<file path="src/rtl/core/http_status_line_parser_macros.svh">
// Assertion helpers for the status line parser.
// Each check samples on the rising edge of clk and is off while arst_n is low.
`ifndef HTTP_STATUS_LINE_PARSER_MACROS_SVH
`define HTTP_STATUS_LINE_PARSER_MACROS_SVH

// Same-cycle implication.
`define HSLP_ASSERT_NOW(lbl, ante, cons, msg) \
	lbl: assert property (@(posedge clk) disable iff (!arst_n) (ante) |-> (cons)) \
		else $error(msg);

// Next-cycle implication.
`define HSLP_ASSERT_NEXT(lbl, ante, cons, msg) \
	lbl: assert property (@(posedge clk) disable iff (!arst_n) (ante) |=> (cons)) \
		else $error(msg);

`endif

</file>
<file path="src/rtl/core/hslp_pkg.sv">
`default_nettype none
package hslp_pkg;

	typedef logic [7:0]  octet_t;
	typedef logic [15:0] status_t;

	typedef enum logic [1:0] {
		EV_NONE   = 2'd0,
		EV_REASON = 2'd1,
		EV_ACCEPT = 2'd2,
		EV_ERROR  = 2'd3
	} event_t;

	localparam octet_t CH_H     = 8'h48;
	localparam octet_t CH_T     = 8'h54;
	localparam octet_t CH_P     = 8'h50;
	localparam octet_t CH_SLASH = 8'h2F;
	localparam octet_t CH_DOT   = 8'h2E;
	localparam octet_t CH_SP    = 8'h20;
	localparam octet_t CH_CR    = 8'h0D;
	localparam octet_t CH_LF    = 8'h0A;
	localparam octet_t CH_ZERO  = 8'h30;
	localparam octet_t CH_NINE  = 8'h39;

	localparam status_t STATUS_MIN = 16'd100;

	function automatic logic is_digit(input octet_t b);
		return (b >= CH_ZERO) && (b <= CH_NINE);
	endfunction

	// v*10 + d, saturating at 255
	function automatic octet_t acc_sat8(input octet_t v, input logic [3:0] d);
		logic [11:0] r;
		r = {1'b0, v, 3'b000} + {3'b000, v, 1'b0} + {8'd0, d};
		return (r > 12'd255) ? 8'hFF : r[7:0];
	endfunction

	// v*10 + d, saturating at 65535
	function automatic status_t acc_sat16(input status_t v, input logic [3:0] d);
		logic [19:0] r;
		r = {1'b0, v, 3'b000} + {3'b000, v, 1'b0} + {16'd0, d};
		return (r > 20'd65535) ? 16'hFFFF : r[15:0];
	endfunction

endpackage
`default_nettype wire

</file>
<file path="src/rtl/core/hslp_in_if.sv">
`default_nettype none
interface hslp_in_if;
	logic              valid;
	logic              ready;
	logic              action;
	hslp_pkg::octet_t  data_byte;

	modport source (output valid, action, data_byte, input ready);
	modport sink   (input valid, action, data_byte, output ready);
endinterface
`default_nettype wire

</file>
<file path="src/rtl/core/hslp_out_if.sv">
`default_nettype none
interface hslp_out_if;
	logic               valid;
	logic               ready;
	hslp_pkg::event_t   event_res;
	hslp_pkg::octet_t   reason_byte;
	hslp_pkg::octet_t   version_major;
	hslp_pkg::octet_t   version_minor;
	hslp_pkg::status_t  status_code;

	modport source (output valid, event_res, reason_byte, version_major, version_minor,
		status_code, input ready);
	modport sink   (input valid, event_res, reason_byte, version_major, version_minor,
		status_code, output ready);
endinterface
`default_nettype wire

</file>
<file path="src/rtl/core/http_status_line_parser.sv">
// Channel | Dir | Beat contents
// --------+-----+----------------------------------------------------------
// rx      | in  | action (restart), data_byte
// tx      | out | event_res, reason_byte, version_major, version_minor,
//         |     | status_code
//
// One beat in, one beat out. The path is the input register (_s1),
// then the parse step and result register. A byte can enter every cycle
// while tx does not stall. The parse step (phase decode plus one
// multiply-by-ten with saturation) sits between the input register and the result register.
// arst_n clears the phase, the accumulators and both valid flags.
// A stall on tx holds the result and the byte in _s1; rx.ready drops only
// while both are full and tx is not ready.
`default_nettype none
module http_status_line_parser (
	input  wire         clk,
	input  wire         arst_n,
	hslp_in_if.sink     rx,
	hslp_out_if.source  tx
);

	`include "http_status_line_parser_macros.svh"

	// Position in the line.
	typedef enum logic [3:0] {
		PH_H      = 4'd0,
		PH_T1     = 4'd1,
		PH_T2     = 4'd2,
		PH_P      = 4'd3,
		PH_SLASH  = 4'd4,
		PH_MAJ0   = 4'd5,
		PH_MAJ    = 4'd6,
		PH_MIN0   = 4'd7,
		PH_MIN    = 4'd8,
		PH_SP1    = 4'd9,
		PH_STAT   = 4'd10,
		PH_SP2    = 4'd11,
		PH_REASON = 4'd12,
		PH_LF     = 4'd13,
		PH_DONE   = 4'd14,
		PH_ERR    = 4'd15
	} phase_t;

	// Input register
	logic              valid_s1;
	logic              action_s1;
	hslp_pkg::octet_t  data_s1;

	// Parser state
	phase_t            phase_q;
	hslp_pkg::octet_t  major_q;
	hslp_pkg::octet_t  minor_q;
	hslp_pkg::status_t status_q;

	// Result register
	logic              out_valid_q;
	hslp_pkg::event_t  ev_q;
	hslp_pkg::octet_t  rb_q;
	hslp_pkg::octet_t  omaj_q;
	hslp_pkg::octet_t  omin_q;
	hslp_pkg::status_t ost_q;

	// Next values from the parse step
	phase_t            phase_nx;
	hslp_pkg::octet_t  major_nx;
	hslp_pkg::octet_t  minor_nx;
	hslp_pkg::status_t status_nx;
	hslp_pkg::event_t  ev_nx;
	hslp_pkg::octet_t  rb_nx;
	hslp_pkg::octet_t  omaj_nx;
	hslp_pkg::octet_t  omin_nx;
	hslp_pkg::status_t ost_nx;

	logic              digit;
	logic [3:0]        digit_val;
	logic              advance;

	// The byte in _s1 moves on when the result register is free or drains now.
	assign advance  = valid_s1 && (!out_valid_q || tx.ready);
	assign rx.ready = !valid_s1 || advance;

	assign digit     = hslp_pkg::is_digit(data_s1);
	assign digit_val = data_s1[3:0];	// '0'..'9' are 0x30..0x39

	always_comb begin
		phase_nx  = phase_q;
		major_nx  = major_q;
		minor_nx  = minor_q;
		status_nx = status_q;
		ev_nx     = hslp_pkg::EV_NONE;
		rb_nx     = '0;
		omaj_nx   = '0;
		omin_nx   = '0;
		ost_nx    = '0;
		if (action_s1) begin
			// restart: back to the first letter, accumulators cleared
			phase_nx  = PH_H;
			major_nx  = '0;
			minor_nx  = '0;
			status_nx = '0;
		end else begin
			unique case (phase_q)
				PH_H:     phase_nx = (data_s1 == hslp_pkg::CH_H) ? PH_T1 : PH_ERR;
				PH_T1:    phase_nx = (data_s1 == hslp_pkg::CH_T) ? PH_T2 : PH_ERR;
				PH_T2:    phase_nx = (data_s1 == hslp_pkg::CH_T) ? PH_P : PH_ERR;
				PH_P:     phase_nx = (data_s1 == hslp_pkg::CH_P) ? PH_SLASH : PH_ERR;
				PH_SLASH: phase_nx = (data_s1 == hslp_pkg::CH_SLASH) ? PH_MAJ0 : PH_ERR;
				PH_MAJ0, PH_MAJ: begin
					if (digit) begin
						major_nx = hslp_pkg::acc_sat8(major_q, digit_val);
						phase_nx = PH_MAJ;
					end else if (phase_q == PH_MAJ && data_s1 == hslp_pkg::CH_DOT) begin
						phase_nx = PH_MIN0;
					end else begin
						phase_nx = PH_ERR;
					end
				end
				PH_MIN0, PH_MIN: begin
					if (digit) begin
						minor_nx = hslp_pkg::acc_sat8(minor_q, digit_val);
						phase_nx = PH_MIN;
					end else if (phase_q == PH_MIN && data_s1 == hslp_pkg::CH_SP) begin
						phase_nx = PH_SP1;
					end else begin
						phase_nx = PH_ERR;
					end
				end
				PH_SP1: begin
					if (data_s1 == hslp_pkg::CH_SP) begin
						phase_nx = PH_SP1;
					end else if (digit) begin
						// first status digit starts a fresh value
						status_nx = {12'd0, digit_val};
						phase_nx  = PH_STAT;
					end else begin
						phase_nx = PH_ERR;
					end
				end
				PH_STAT: begin
					if (digit) begin
						status_nx = hslp_pkg::acc_sat16(status_q, digit_val);
						phase_nx  = PH_STAT;
					end else if (data_s1 == hslp_pkg::CH_SP &&
							status_q >= hslp_pkg::STATUS_MIN) begin
						phase_nx = PH_SP2;
					end else begin
						phase_nx = PH_ERR;
					end
				end
				PH_SP2, PH_REASON: begin
					if (data_s1 == hslp_pkg::CH_CR) begin
						phase_nx = PH_LF;
					end else if (phase_q == PH_SP2 && data_s1 == hslp_pkg::CH_SP) begin
						phase_nx = PH_SP2;
					end else begin
						// spaces count as reason bytes once the reason has begun
						ev_nx    = hslp_pkg::EV_REASON;
						rb_nx    = data_s1;
						phase_nx = PH_REASON;
					end
				end
				PH_LF: begin
					if (data_s1 == hslp_pkg::CH_LF) begin
						ev_nx    = hslp_pkg::EV_ACCEPT;
						omaj_nx  = major_q;
						omin_nx  = minor_q;
						ost_nx   = status_q;
						phase_nx = PH_DONE;
					end else begin
						phase_nx = PH_ERR;
					end
				end
				PH_DONE:  phase_nx = PH_DONE;	// trailing bytes ignored
				default:  phase_nx = PH_ERR;	// sticky error
			endcase
			if (phase_nx == PH_ERR) begin
				ev_nx = hslp_pkg::EV_ERROR;
			end
		end
	end

	always_ff @(posedge clk or negedge arst_n) begin
		if (!arst_n) begin
			valid_s1    <= 1'b0;
			out_valid_q <= 1'b0;
			phase_q     <= PH_H;
			major_q     <= '0;
			minor_q     <= '0;
			status_q    <= '0;
		end else begin
			if (rx.ready) begin
				valid_s1  <= rx.valid;
				action_s1 <= rx.action;
				data_s1   <= rx.data_byte;
			end
			if (advance) begin
				phase_q     <= phase_nx;
				major_q     <= major_nx;
				minor_q     <= minor_nx;
				status_q    <= status_nx;
				out_valid_q <= 1'b1;
				ev_q        <= ev_nx;
				rb_q        <= rb_nx;
				omaj_q      <= omaj_nx;
				omin_q      <= omin_nx;
				ost_q       <= ost_nx;
			end else if (tx.ready) begin
				out_valid_q <= 1'b0;
			end
		end
	end

	assign tx.valid         = out_valid_q;
	assign tx.event_res     = ev_q;
	assign tx.reason_byte   = rb_q;
	assign tx.version_major = omaj_q;
	assign tx.version_minor = omin_q;
	assign tx.status_code   = ost_q;

	`HSLP_ASSERT_NOW(a_accept_status_min,
		out_valid_q && ev_q == hslp_pkg::EV_ACCEPT, ost_q >= hslp_pkg::STATUS_MIN,
		"accepted line with status below 100")
	`HSLP_ASSERT_NOW(a_reason_zero,
		out_valid_q && ev_q != hslp_pkg::EV_REASON, rb_q == 8'd0,
		"reason byte nonzero outside a reason beat")
	`HSLP_ASSERT_NEXT(a_error_sticky,
		advance && !action_s1 && phase_q == PH_ERR,
		out_valid_q && ev_q == hslp_pkg::EV_ERROR && phase_q == PH_ERR,
		"error state left without restart")
	`HSLP_ASSERT_NEXT(a_done_holds,
		advance && !action_s1 && phase_q == PH_DONE,
		out_valid_q && ev_q == hslp_pkg::EV_NONE && phase_q == PH_DONE,
		"byte after acceptance not ignored")
	`HSLP_ASSERT_NOW(a_empty_stage_ready, !valid_s1, rx.ready,
		"input stalled with empty input register")

endmodule
`default_nettype wire

</file>
<file path="src/flat_wrapper.sv">
// flat-port wrapper written by rule: the top's interface ports become plain ports
module http_status_line_parser_flat 
  (clk, arst_n, rx_valid, rx_action, rx_data_byte, rx_ready, tx_valid, tx_event_res, tx_reason_byte, tx_version_major, tx_version_minor, tx_status_code, tx_ready);
  hslp_in_if rx_i ();
  hslp_out_if tx_i ();
  input  wire clk;
  input  wire arst_n;
  input wire logic [$bits(rx_i.valid)-1:0] rx_valid;
  input wire logic [$bits(rx_i.action)-1:0] rx_action;
  input wire logic [$bits(rx_i.data_byte)-1:0] rx_data_byte;
  output wire logic [$bits(rx_i.ready)-1:0] rx_ready;
  output wire logic [$bits(tx_i.valid)-1:0] tx_valid;
  output wire logic [$bits(tx_i.event_res)-1:0] tx_event_res;
  output wire logic [$bits(tx_i.reason_byte)-1:0] tx_reason_byte;
  output wire logic [$bits(tx_i.version_major)-1:0] tx_version_major;
  output wire logic [$bits(tx_i.version_minor)-1:0] tx_version_minor;
  output wire logic [$bits(tx_i.status_code)-1:0] tx_status_code;
  input wire logic [$bits(tx_i.ready)-1:0] tx_ready;
  assign rx_i.valid = rx_valid;
  assign rx_i.action = rx_action;
  assign rx_i.data_byte = rx_data_byte;
  assign rx_ready = rx_i.ready;
  assign tx_valid = tx_i.valid;
  assign tx_event_res = tx_i.event_res;
  assign tx_reason_byte = tx_i.reason_byte;
  assign tx_version_major = tx_i.version_major;
  assign tx_version_minor = tx_i.version_minor;
  assign tx_status_code = tx_i.status_code;
  assign tx_i.ready = tx_ready;
  http_status_line_parser u_core (.clk(clk), .arst_n(arst_n), .rx(rx_i), .tx(tx_i));
endmodule
</file>
<file path="config.mk">
export PLATFORM = sky130hd
export DESIGN_NAME = http_status_line_parser_flat
export DESIGN_NICKNAME = d
export VERILOG_FILES = /design/src/rtl/core/hslp_pkg.sv /design/src/rtl/core/hslp_in_if.sv /design/src/rtl/core/hslp_out_if.sv /design/src/rtl/core/http_status_line_parser.sv /design/src/flat_wrapper.sv
export VERILOG_INCLUDE_DIRS = /design/src /design/src/rtl/core
export SDC_FILE = /design/constraint.sdc
export NUM_CORES = 1
export LEC_CHECK = 0
export BUFFER_PORTS_ARGS = -buffer_cell sky130_fd_sc_hd__buf_2
export CAP_MARGIN = 15
export CORE_MARGIN = 2
export CORE_UTILIZATION = 54
export DETAILED_ROUTE_END_ITERATION = 8
export PLACE_DENSITY_LB_ADDON = 0.2
export SYNTH_ARGS = -nofsm -noshare
export SYNTH_HDL_FRONTEND = slang
export SYNTH_SLANG_ARGS = --single-unit
</file>
<file path="constraint.sdc">
create_clock -name clk -period 3.3 [get_ports clk]
set_input_delay 0.66 -clock clk [delete_from_list [all_inputs] [get_ports clk]]
set_output_delay 0.66 -clock clk [all_outputs]
set_load 0.02 [all_outputs]
</file>
==> key figures, run 1 <==
GRT
  • GRT overflow: 0
  • First-pass GRT wire length: 22.1 mm
  • Initial antenna violation count: 0
  • Largest net degree at the start of global routing: between 40 and 50
  • Total GRT Usage: between 20% and 30%
  • Vias in the first global route: 4603

Detailed routing
  • DR vias/cell: 5.97
  • Final ANT Viol Nets: 0
  • Drt first-iter violations: 276
  • 1st-pass router iterations: 5
  • WL final: 13.9 mm
  • WL per Instance: between 15 and 20 um
  • Drt drc: 0
  • Vias post-DR: 4814

Die
  • Core box area: 10800 sq um
  • Rows: 38
  • Initial core utilization: 54.9%
  • Die Area: between 10000 and 15000 sq um
  • Chip Height: about 110 um
  • I/O pin cnt: 57
  • Die W: 109 um

Power
  • Power Density: 583 nW/um^2
  • Share of power burned in registers: 38.2%
  • Internal power: ~0.0025 W
  • Tot Pwr: 0.00396 W
  • Sw Ratio: 38.1%
  • Clock share of power: 20.3%
  • Sw power: 0.00151 W
  • Logic pwr share: 41.4%
  • Max VDD drop: 282 uV
  • P_leak: 3.13 nW

Yosys
  • Mean Syn Cell Area: 10.2 sq um
  • Largest area contributor in the netlist: edfxtp_1
  • Post-synthesis sequential area ratio: between 40% and 50%
  • Ys async rst share: 42.7%
  • Flops & latches, synth: 89
  • Adder-cell area share of the yosys netlist: 14.9%
  • Top_reg_cell synth: edfxtp_1
  • Yosys cell types: 66
  • Top cells by area, synth: edfxtp_1, dfrtp_1, ha_1, and2_1, nand2_1
  • Post-synthesis xor/xnor area fraction: 2.36%
  • Mapped Nets: 664
  • Post-synth EDFFs: 51
  • Main combinational cell family by area after synthesis: simple AND/OR/NAND/NOR gates
  • Post-synthesis mux area share: 1.08%
  • Mapped Area: 5930 sq um
  • Yosys top cell area share: 25.8%
  • Post-synthesis compound-gate area fraction: 17.7%
  • Synth Area in Simple Gates: 18.8%
  • Warnings from Yosys: 0
  • Cell count after synthesis: 584

Finish
  • Fin nets: around 740
  • Diode count: 0
  • Layout cell share with drive strength beyond 1: 19.6%
  • Area grow syn2layout: 14.7%

Clock tree
  • Num CTS Buffers: 9
  • Hold Buf Count CTS: 0
  • Htree depth: 3
  • Clock slew at reported path FFs: 90 ps
  • Max Buffers Root-to-Sink: 2
  • Clock Sinks: 89
  • Clock latency on the worst-skew pair: 360 ps
  • CTS Root Cell: clkbuf_8
  • CTS tree: yes

Status
  • Status: finished clean

STA
  • Clock skew: between 7 and 8 ps
  • Final min period: 3180 ps
  • Final Cycle Share: 96.3%
  • Final Setup Violations: 0
  • Slew HR: 36.5%
  • Slew @ Worst Pin: 952 ps
  • Fmax: 315 MHz
  • Fin Hold WS: 464 ps
  • Max Slew Vio Count: 0
  • Fin. Hold Viols: 0

Worst setup path
  • Crit. End Element: register
  • Critical path's most frequent cell: fa_1
  • Crit start category: register
  • Path depth of the worst reg2reg path: 11
  • WP data arrival: between 3000 and 4000 ps
  • Slowest cell on crit path: fa_1
  • Data required time of the worst path: 3560 ps
  • Max incr delay on CP: 520 ps
  • CP Max Fanout: 9
  • Worst path cell trace: buf_4 -> fa_1 -> inv_1 -> fa_1 -> nor2b_1 -> o21a_1 -> o21ai_0 -> a2111oi_2 -> a22oi_2 -> a211oi_2 -> nor2_1
  • Kind of critical path: register to register

Job
  • Max-capacitance violation count: 0

Placement
  • Final Wtd Congestion: ~0.88
  • Post-DP HPWL: around 10 mm
  • Port bufs: 56

Worst hold path
  • Worst hold-check path type: input port to asynchronous set/reset pin
[placed cells by master, fill, tap and decap left out, drive strengths merged, types with 4 or more instances in the layout]
master / n
o21ai: 37
a31oi: 8
xnor2: 9
o21a: 4
inv: 25
nor3: 9
a21o: 8
a22o: 6
fa: 6
a22oi: 8
nor4b: 8
clkbuf: 12
o31a: 8
a211oi: 7
dfrtp: 38
edfxtp: 51
a21oi: 31
o31ai: 9
nand3: 9
nand2b: 12
xor2: 7
and3: 7
a2111oi: 6
and2: 42
nor2b: 5
buf: 88
nor2: 43
ha: 61
nand4: 5
nand2: 47
o21bai: 4
[through the flow]
step / instance area [sq um] / TNS (ps) / worst slack (ps) / std cells / utilization (%)
6_report: 6800 / 0 / 121 / 807 / 63.0
4_1_cts: 6710 / 0 / 44.0 / 803 / 62.2
3_3_place_gp: 6500 / 0 / 60.6 / 787 / 60.2
2_1_floorplan: 5930 / 0 / 112 / 584 / -
3_5_place_dp: 6500 / 0 / 13.1 / 787 / 60.2
5_1_grt: 6800 / -111 / -64.3 / 807 / 63.0
[critical path, delay by kind of cell, from the launching register on]
family	cells	cell delay, ps
flip-flops	1	450
AND/OR/NAND/NOR	2	180
adder cells (fa/ha/maj)	2	970
AO/OA/AOI/OAI	5	1200
buffers and inverters	2	270
[final cells by class]
type,count,area (sq um)
tap,140,175
clock inverter,4,70.1
inverter,25,93.8
timing repair buffer,88,520
clock buffer,12,135
sequential,89,2480
fill,877,3990
multi-input combinational,449,3320
[power by group through the flow]
| stage | Sequential, W | Combinational, W | Clock (W) |
|---|---|---|---|
| after floorplan | 0.00148 | 0.00120 | 0 |
| after global placement | 0.00153 | 0.00147 | 0 |
| after detailed placement | 0.00154 | 0.00153 | 0 |
| after CTS | 0.00151 | 0.00155 | 0.000822 |
| after global routing | 0.00154 | 0.00186 | 0.000862 |
| final | 0.00151 | 0.00164 | 0.000806 |
[sequential cells by signal, summed over array words and instances (netlist names)]
name / cells
u_core.action_s1: 1
u_core.tx.version_minor: 8
u_core.tx.version_major: 8
u_core.tx.event_res: 2
u_core.tx.valid: 1
u_core.status_q: 16
u_core.minor_q: 8
u_core.valid_s1: 1
u_core.phase_q: 4
u_core.data_s1: 8
u_core.tx.reason_byte: 8
u_core.tx.status_code: 16
u_core.major_q: 8
[path summary, 6_finish.rpt]
check | end | start | slack, ps
worst max-delay path | u_core.minor_q[6]$_DFFE_PN0P_ | u_core.data_s1[3]$_DFFE_PP_ | 120
worst min register to register | u_core.tx.valid$_DFFE_PN0P_ | u_core.valid_s1$_DFFE_PN0N_ | 540
worst max register to register | u_core.minor_q[6]$_DFFE_PN0P_ | u_core.data_s1[3]$_DFFE_PP_ | 120
worst min-delay path | u_core.phase_q[2]$_DFFE_PN0P_ | arst_n | 460
max in group asynchronous | u_core.minor_q[2]$_DFFE_PN0P_ | arst_n | 2470
min in group clk | u_core.action_s1$_DFFE_PP_ | rx_action | 470
[cell usage after synthesis, drive strengths merged (3+ instances only)]
cell type   n
ha         61
edfxtp     51
nand2      47
nor2       43
and2       42
dfrtp      38
o21ai      37
a21oi      31
inv        25
clkbuf     16
nand2b     12
nand3       9
nor3        9
o31ai       9
xnor2       9
a21o        8
a22oi       8
a31oi       8
nor4b       8
o31a        8
a211oi      7
and3        7
xor2        7
a2111oi     6
a22o        6
fa          6
buf         5
nand4       5
nor2b       5
o21a        4
o21bai      4
mux2        3
mux2i       3
nand4b      3
nor4        3
or2         3
[layer usage]
layer  wire length (um)  up-vias  track usage, %  share of wire, %
li1                   -     2324               -                 -
met1               6140     2327            31.6                44
met2               6780      138            39.9                49
met5                  0        -               0                 0
met4                326        0            9.07               2.3
met3                632       25            4.96               4.6
[cells by family after synthesis]
kind of cell               after synthesis
DFF                                     89
adders and majority gates               67
buffers and inverters                   46
xor gates and xnor gates                16
and+or+nand+nor                        205
AOI/OAI and AO/OA                      155
muxes                                    6
[what timing repair did]
item | in CTS | in global routing
setup endpoints to repair | 2 | 28
buffers inserted | 0 | 4
pin swaps | 1 | 13
resized for setup | 2 | 16
Note: power is estimated with default switching activity, not from simulation.
==> run 2: changes to the inputs <==
--- a/config.mk
+++ b/config.mk
@@ -9,7 +9,7 @@
 export BUFFER_PORTS_ARGS = -buffer_cell sky130_fd_sc_hd__buf_2
 export CAP_MARGIN = 15
 export CORE_MARGIN = 2
-export CORE_UTILIZATION = 54
+export CORE_UTILIZATION = 60
 export DETAILED_ROUTE_END_ITERATION = 8
 export PLACE_DENSITY_LB_ADDON = 0.2
 export SYNTH_ARGS = -nofsm -noshare
==> constraint.sdc (replaced) <==
create_clock -name clk -period 3.2 [get_ports clk]
set_input_delay 0.64 -clock clk [delete_from_list [all_inputs] [get_ports clk]]
set_output_delay 0.64 -clock clk [all_outputs]
set_load 0.02 [all_outputs]
==> run 2 against run 1 <==
Against the previous run:
- the flow now finishes with violations (negative setup slack)
- clock skew is 4.7 ps higher
- critical path depth fell by 2
- sequential power increased by 3%
- via count increased by 2.0%
- final cell count grew 1.5%
- largest cell class unchanged
- combinational power rose by 12%
- die area shrank 9.6%
- first-iteration DRC count increased by 28%
- sequential share of layout area shrank 1.3 points
- non-clock buffer count grew 19
==> key figures, run 2 (synthesis gave the netlist of run 1 again) <==
Clock tree
  • Clock Sinks: 89
  • Clock slew at reported path FFs: 90 ps
  • Max Buffers Root-to-Sink: 2
  • CTS Root Cell: clkbuf_8
  • Num CTS Buffers: 9
  • Clock latency on the worst-skew pair: 360 ps
  • Htree depth: 3
  • Hold Buf Count CTS: 0
  • CTS tree: yes

Worst setup path
  • Reg2Reg Setup Slack: -3 ps
  • Data required time of the worst path: 3450 ps
  • CP top delay family: compound AO/OA/AOI/OAI gates
  • Max incr delay on CP: 510 ps
  • WP data arrival: 3460 ps
  • Path depth of the worst reg2reg path: 9
  • Buffers & Inverters on Critical Path: 1
  • Crit. End Element: register
  • Critical Path Stages: 9
  • Worst R2R End: u_core.status_q[14]$_DFFE_PN0P_
  • Kind of critical path: register to register
  • Critical path's most frequent cell: ha_1
  • R2r startpoint: u_core.status_q[7]$_DFFE_PN0P_
  • CP Max Fanout: 5
  • Crit start category: register
  • Worst path cell trace: ha_1 -> ha_1 -> inv_1 -> a2111oi_1 -> o21ai_2 -> a21oi_2 -> mux2_4 -> or4_4 -> a22o_1
  • Slowest cell on crit path: or4_4

Finish
  • Number of fill cells: 684
  • Most common cell after layout, fill and taps aside: ha_1
  • Diode count: 0
  • Area grow syn2layout: 18.7%
  • Most frequent cells in the layout: ha_1, buf_2, edfxtp_1, nand2_1, buf_4
  • Cell area after layout: 7040 sq um
  • Layout cell share with drive strength beyond 1: about a quarter
  • Final core occ: 72.7%
  • Fin nets: 761

Status
  • Status: complete, but fails checks
  • Failing checks: negative setup slack

STA
  • Final min period: approximately 3200 ps
  • Fmax: 312 MHz
  • Slew @ Worst Pin: 922 ps
  • Clock skew: 12.6 ps
  • RSZ-0062 raised after global routing: true
  • Final Cycle Share: 100%
  • Fin. Hold Viols: 0
  • Max Slew Vio Count: 0
  • Final WS setup: -3.14 ps
  • Slew HR: 38.2%
  • Final Setup Violations: 1

Detailed routing
  • WL per Instance: 17.9 um
  • Drt drc: 0
  • WL final: roughly 15 mm
  • Vias post-DR: 4912
  • 1st-pass router iterations: 5
  • Drt first-iter violations: 353
  • Final ANT Viol Nets: 0
  • DR vias/cell: about 6.0

Placement
  • Placed instance area: 6570 sq um
  • Dpl ws: -98.3 ps
  • Port bufs: 56
  • Final Wtd Congestion: 0.946
  • Post-DP HPWL: 10.5 mm

Power
  • Max VDD drop: 348 uV
  • Power Density: 604 nW/um^2
  • Tot Pwr: 0.00426 W
  • P_leak: 3.23 nW

Die
  • Chip Height: 103 um
  • Rows: 36
  • Die W: approximately 100 um
  • Die Area: 10700 sq um
  • I/O pin cnt: 57
  • Core box area: 9680 sq um
  • Initial core utilization: 61.2%

GRT
  • First-pass GRT wire length: 22.6 mm
  • Initial antenna violation count: 0
  • Vias in the first global route: 4561
  • GRT overflow: 0
  • Largest net degree at the start of global routing: 43
  • Total GRT Usage: 27.5%

Job
  • Max-capacitance violation count: 0

Worst hold path
  • Worst hold-check path type: input port to asynchronous set/reset pin
[run 2: cell count changes in the layout (fill, tap and decap cells not counted), sizes merged]
cell,change
buf,+19
clkbuf,-2
clkinv,-1
clkinvlp,+1
inv,+2
[run 2: final cells by class]
cell class | instances | area (sq um) | share of cell area (%)
timing repair buffer | 107 | 682 | 9.69
tap | 133 | 166 | 2.36
inverter | 25 | 93.8 | 1.33
multi-input combinational | 449 | 3400 | 48.3
clock inverter | 6 | 90.1 | 1.28
clock buffer | 10 | 128 | 1.81
sequential | 89 | 2480 | 35.3
[run 2: metrics by stage]
step,hold slack (ps),TNS [ps],cells
finish,443,-3.14,819
global route,439,-840,819
CTS,442,0,812
detailed placement,508,-1050,790
global placement,491,-72.4,790
floorplan,344,0,584
[run 2: how the worst max path moves through the flow]
stage,start,to,slack (ps)
2_1_floorplan,u_core.data_s1[3]$_DFFE_PP_,u_core.major_q[4]$_DFFE_PN0P_,10
3_3_place_gp,u_core.major_q[0]$_DFFE_PN0P_,u_core.major_q[7]$_DFFE_PN0P_,-20
3_5_place_dp,u_core.data_s1[3]$_DFFE_PP_,u_core.status_q[14]$_DFFE_PN0P_,-100
4_1_cts,u_core.data_s1[2]$_DFFE_PP_,u_core.major_q[3]$_DFFE_PN0P_,4
5_1_grt,u_core.data_s1[2]$_DFFE_PP_,u_core.major_q[3]$_DFFE_PN0P_,-90
6_report,u_core.status_q[7]$_DFFE_PN0P_,u_core.status_q[14]$_DFFE_PN0P_,-3
[run 2: what timing repair did]
item,in CTS,in global routing
setup buffers,5,7
cloned,1,0
endpoints found under the setup margin,25,31
resized for setup,17,28
pin swaps,17,17
[run 2: metal layers]
layer	vias up	GRT usage [%]	wire length, um
met3	19	3.90	804
met5	-	0	0
met1	2344	37.9	6390
met4	0	9.92	272
li1	2360	-	-
met2	189	44.5	7150
[run 2: worst register-to-register path, stage by stage, from the launching register on]
cell and delay, ps:
dfrtp_1 470, ha_1 340, ha_1 380, inv_1 100
a2111oi_1 460, o21ai_2 150, a21oi_2 170, mux2_4 320
or4_4 510, a22o_1 190
[run 2: power by group]
| group | switching [W] | internal (W) | leakage (nW) |
|---|---|---|---|
| logic | 0.00104 | 0.000800 | 2.14 |
| clock network | 0.000406 | 0.000444 | 0.107 |
| registers | 0.000201 | 0.00136 | 0.982 |
==> run 3: changes to the inputs <==
--- a/config.mk
+++ b/config.mk
@@ -9,7 +9,7 @@
 export BUFFER_PORTS_ARGS = -buffer_cell sky130_fd_sc_hd__buf_2
 export CAP_MARGIN = 15
 export CORE_MARGIN = 2
-export CORE_UTILIZATION = 60
+export CORE_UTILIZATION = 54
 export DETAILED_ROUTE_END_ITERATION = 8
 export PLACE_DENSITY_LB_ADDON = 0.2
 export SYNTH_ARGS = -nofsm -noshare
==> constraint.sdc (replaced) <==
create_clock -name clk -period 2.85 [get_ports clk]
set_input_delay 0.57 -clock clk [delete_from_list [all_inputs] [get_ports clk]]
set_output_delay 0.57 -clock clk [all_outputs]
set_load 0.02 [all_outputs]
==> run 3 against run 2 <==
Against the previous run:
- the run still ends with negative setup slack left
- clock power is 4.0% higher
- combinational power up 27%
- largest power group unchanged
- power up 16%
- via count up 4.3%
- final area up 5.7%
- flip-flop and latch count did not move
==> key figures, run 3 (synthesis gave the netlist of run 1 again) <==
Status
  • Status: complete, but fails checks
  • Failing checks: negative setup slack

GRT
  • Grt met3 use: under 10%
  • Vias in the first global route: 4975
  • Initial antenna violation count: 0
  • Layer with the highest usage: met2
  • Largest net degree at the start of global routing: 39
  • GRT overflow: 0
  • First-pass GRT wire length: 24.2 mm
  • Met2 usage: 44.8%
  • GR met1 Demand/Resource: 34.6%
  • Total GRT Usage: between 20% and 30%

Worst setup path
  • WP data arrival: 3440 ps
  • Crit. End Element: register
  • Critical path's most frequent cell: o21ai_2
  • R2r startpoint: u_core.data_s1[3]$_DFFE_PP_
  • Worst R2R End: u_core.major_q[3]$_DFFE_PN0P_
  • Data required time of the worst path: 3110 ps
  • Worst path cell trace: buf_6 -> fa_1 -> inv_2 -> fa_2 -> nor2b_1 -> o21ai_2 -> a21oi_2 -> o21ai_2 -> a211o_1 -> a2111o_1 -> o31a_1
  • Reg2Reg Setup Slack: -330 ps
  • Crit start category: register
  • CP Max Fanout: 8
  • Kind of critical path: register to register
  • Path depth of the worst reg2reg path: 11
  • Max incr delay on CP: 530 ps
  • Slowest cell on crit path: fa_1
  • Buffers & Inverters on Critical Path: 2
  • CP top delay family: compound AO/OA/AOI/OAI gates

STA
  • Final WS setup: -326 ps
  • Slew HR: 40.9%
  • Final Cycle Share: 111%
  • Fin Hold WS: 355 ps
  • Final Setup Violations: 31
  • Setup Total Neg Slack: -7090 ps
  • Fmax: ~310 MHz
  • Fin. Hold Viols: 0
  • Final min period: 3180 ps
  • RSZ-0062 raised after global routing: true
  • Slew @ Worst Pin: 882 ps
  • Max Slew Vio Count: 0
  • Clock skew: about 12 ps

Finish
  • Most common cell after layout, fill and taps aside: buf_4
  • Diode count: 0
  • Layout cell share with drive strength beyond 1: 30.6%
  • Fin nets: 800
  • Area grow syn2layout: 25.6%
  • Most frequent cells in the layout: buf_4, ha_1, buf_2, edfxtp_1, nor2_1
  • Cell area after layout: 7440 sq um

Detailed routing
  • Final ANT Viol Nets: 0
  • DR vias/cell: 5.92
  • Vias post-DR: 5124
  • WL per Instance: 17.5 um
  • Drt first-iter violations: around 280
  • WL final: about 15 mm
  • 1st-pass router iterations: 5
  • Drt drc: 0

Clock tree
  • CTS tree: yes
  • Max Buffers Root-to-Sink: 2
  • Clock latency on the worst-skew pair: about 370 ps
  • Clock slew at reported path FFs: ~90 ps
  • Htree depth: 3
  • Clock Sinks: between 80 and 90
  • Num CTS Buffers: 9
  • CTS Root Cell: clkbuf_8

Die
  • Die W: 109 um
  • I/O pin cnt: 57
  • Core box area: around 11000 sq um
  • Initial core utilization: approximately 55%
  • Rows: 38
  • Chip Height: 109 um
  • Die Area: 11800 sq um

Power
  • P_leak: 3.46 nW
  • Power Density: 664 nW/um^2
  • Max VDD drop: between 300 and 400 uV

Placement
  • Final Wtd Congestion: 0.944
  • Post-DP HPWL: 10.9 mm
  • Placed instance area: about 7000 sq um
  • Port bufs: 56

Worst hold path
  • Worst hold-check path type: input port to asynchronous set/reset pin

Job
  • Max-capacitance violation count: 0
[run 3: changes by cell type in the layout (fill, tap and decap cells not counted), sizes merged]
cell | before | now
buf | 107 | 146
clkbuf | 10 | 11
inv | 27 | 25
bufinv | 2 | 1
clkinv | 1 | 3
[run 3: where the power goes]
| part | internal (W) | leakage, nW | total, W | switching (W) |
|---|---|---|---|---|
| Clock | 0.000427 | 0.0970 | 0.000885 | 0.000458 |
| Sequential | 0.00153 | 0.982 | 0.00173 | 0.000206 |
| Combinational | 0.00107 | 2.38 | 0.00233 | 0.00125 |
[run 3: area by class of cell]
| type | instances | area, sq um |
|---|---|---|
| timing repair buffer | 146 | 986 |
| sequential | 89 | 2480 |
| tap | 140 | 175 |
| clock buffer | 11 | 141 |
| inverter | 25 | 93.8 |
| fill | 796 | 3350 |
| clock inverter | 5 | 55.1 |
| multi-input combinational | 449 | 3510 |
[run 3: what timing repair did]
item	CTS	global route
hold buffers	0	0
gates resized for setup	28	39
endpoints found under the setup margin	31	32
pin swaps	14	42
hold endpoints to repair	0	0
buffers inserted	7	7
[run 3: metal layers]
layer | wire [um] | part of all wire, %
met1 | 6450 | 43
met2 | 7530 | 50
met3 | 721 | 4.8
met4 | 396 | 2.6
met5 | 0 | 0
[run 3: through the flow]
stage          cells  worst slack, ps  utilization (%)  power [W]
5_1_grt          865             -438             69.0    0.00529
3_3_place_gp     838             -245             63.9    0.00365
4_1_cts          861             -329             67.2    0.00474
2_1_floorplan    584             -220                -    0.00310
3_5_place_dp     838             -323             63.9    0.00374
6_report         865             -326             69.0    0.00494
[run 3: how the worst max path moves through the flow]
stage / start / end / slack [ps] / cells past startpoint
2_1_floorplan: u_core.data_s1[3]$_DFFE_PP_ / u_core.status_q[14]$_DFFE_PN0P_ / -220 / 9
3_3_place_gp: u_core.data_s1[3]$_DFFE_PP_ / u_core.status_q[14]$_DFFE_PN0P_ / -240 / 10
4_1_cts: u_core.data_s1[3]$_DFFE_PP_ / u_core.status_q[14]$_DFFE_PN0P_ / -330 / 10
3_5_place_dp: u_core.data_s1[3]$_DFFE_PP_ / u_core.status_q[14]$_DFFE_PN0P_ / -320 / 10
6_report: u_core.data_s1[3]$_DFFE_PP_ / u_core.major_q[3]$_DFFE_PN0P_ / -330 / 11
5_1_grt: u_core.data_s1[3]$_DFFE_PP_ / u_core.major_q[4]$_DFFE_PN0P_ / -440 / 11
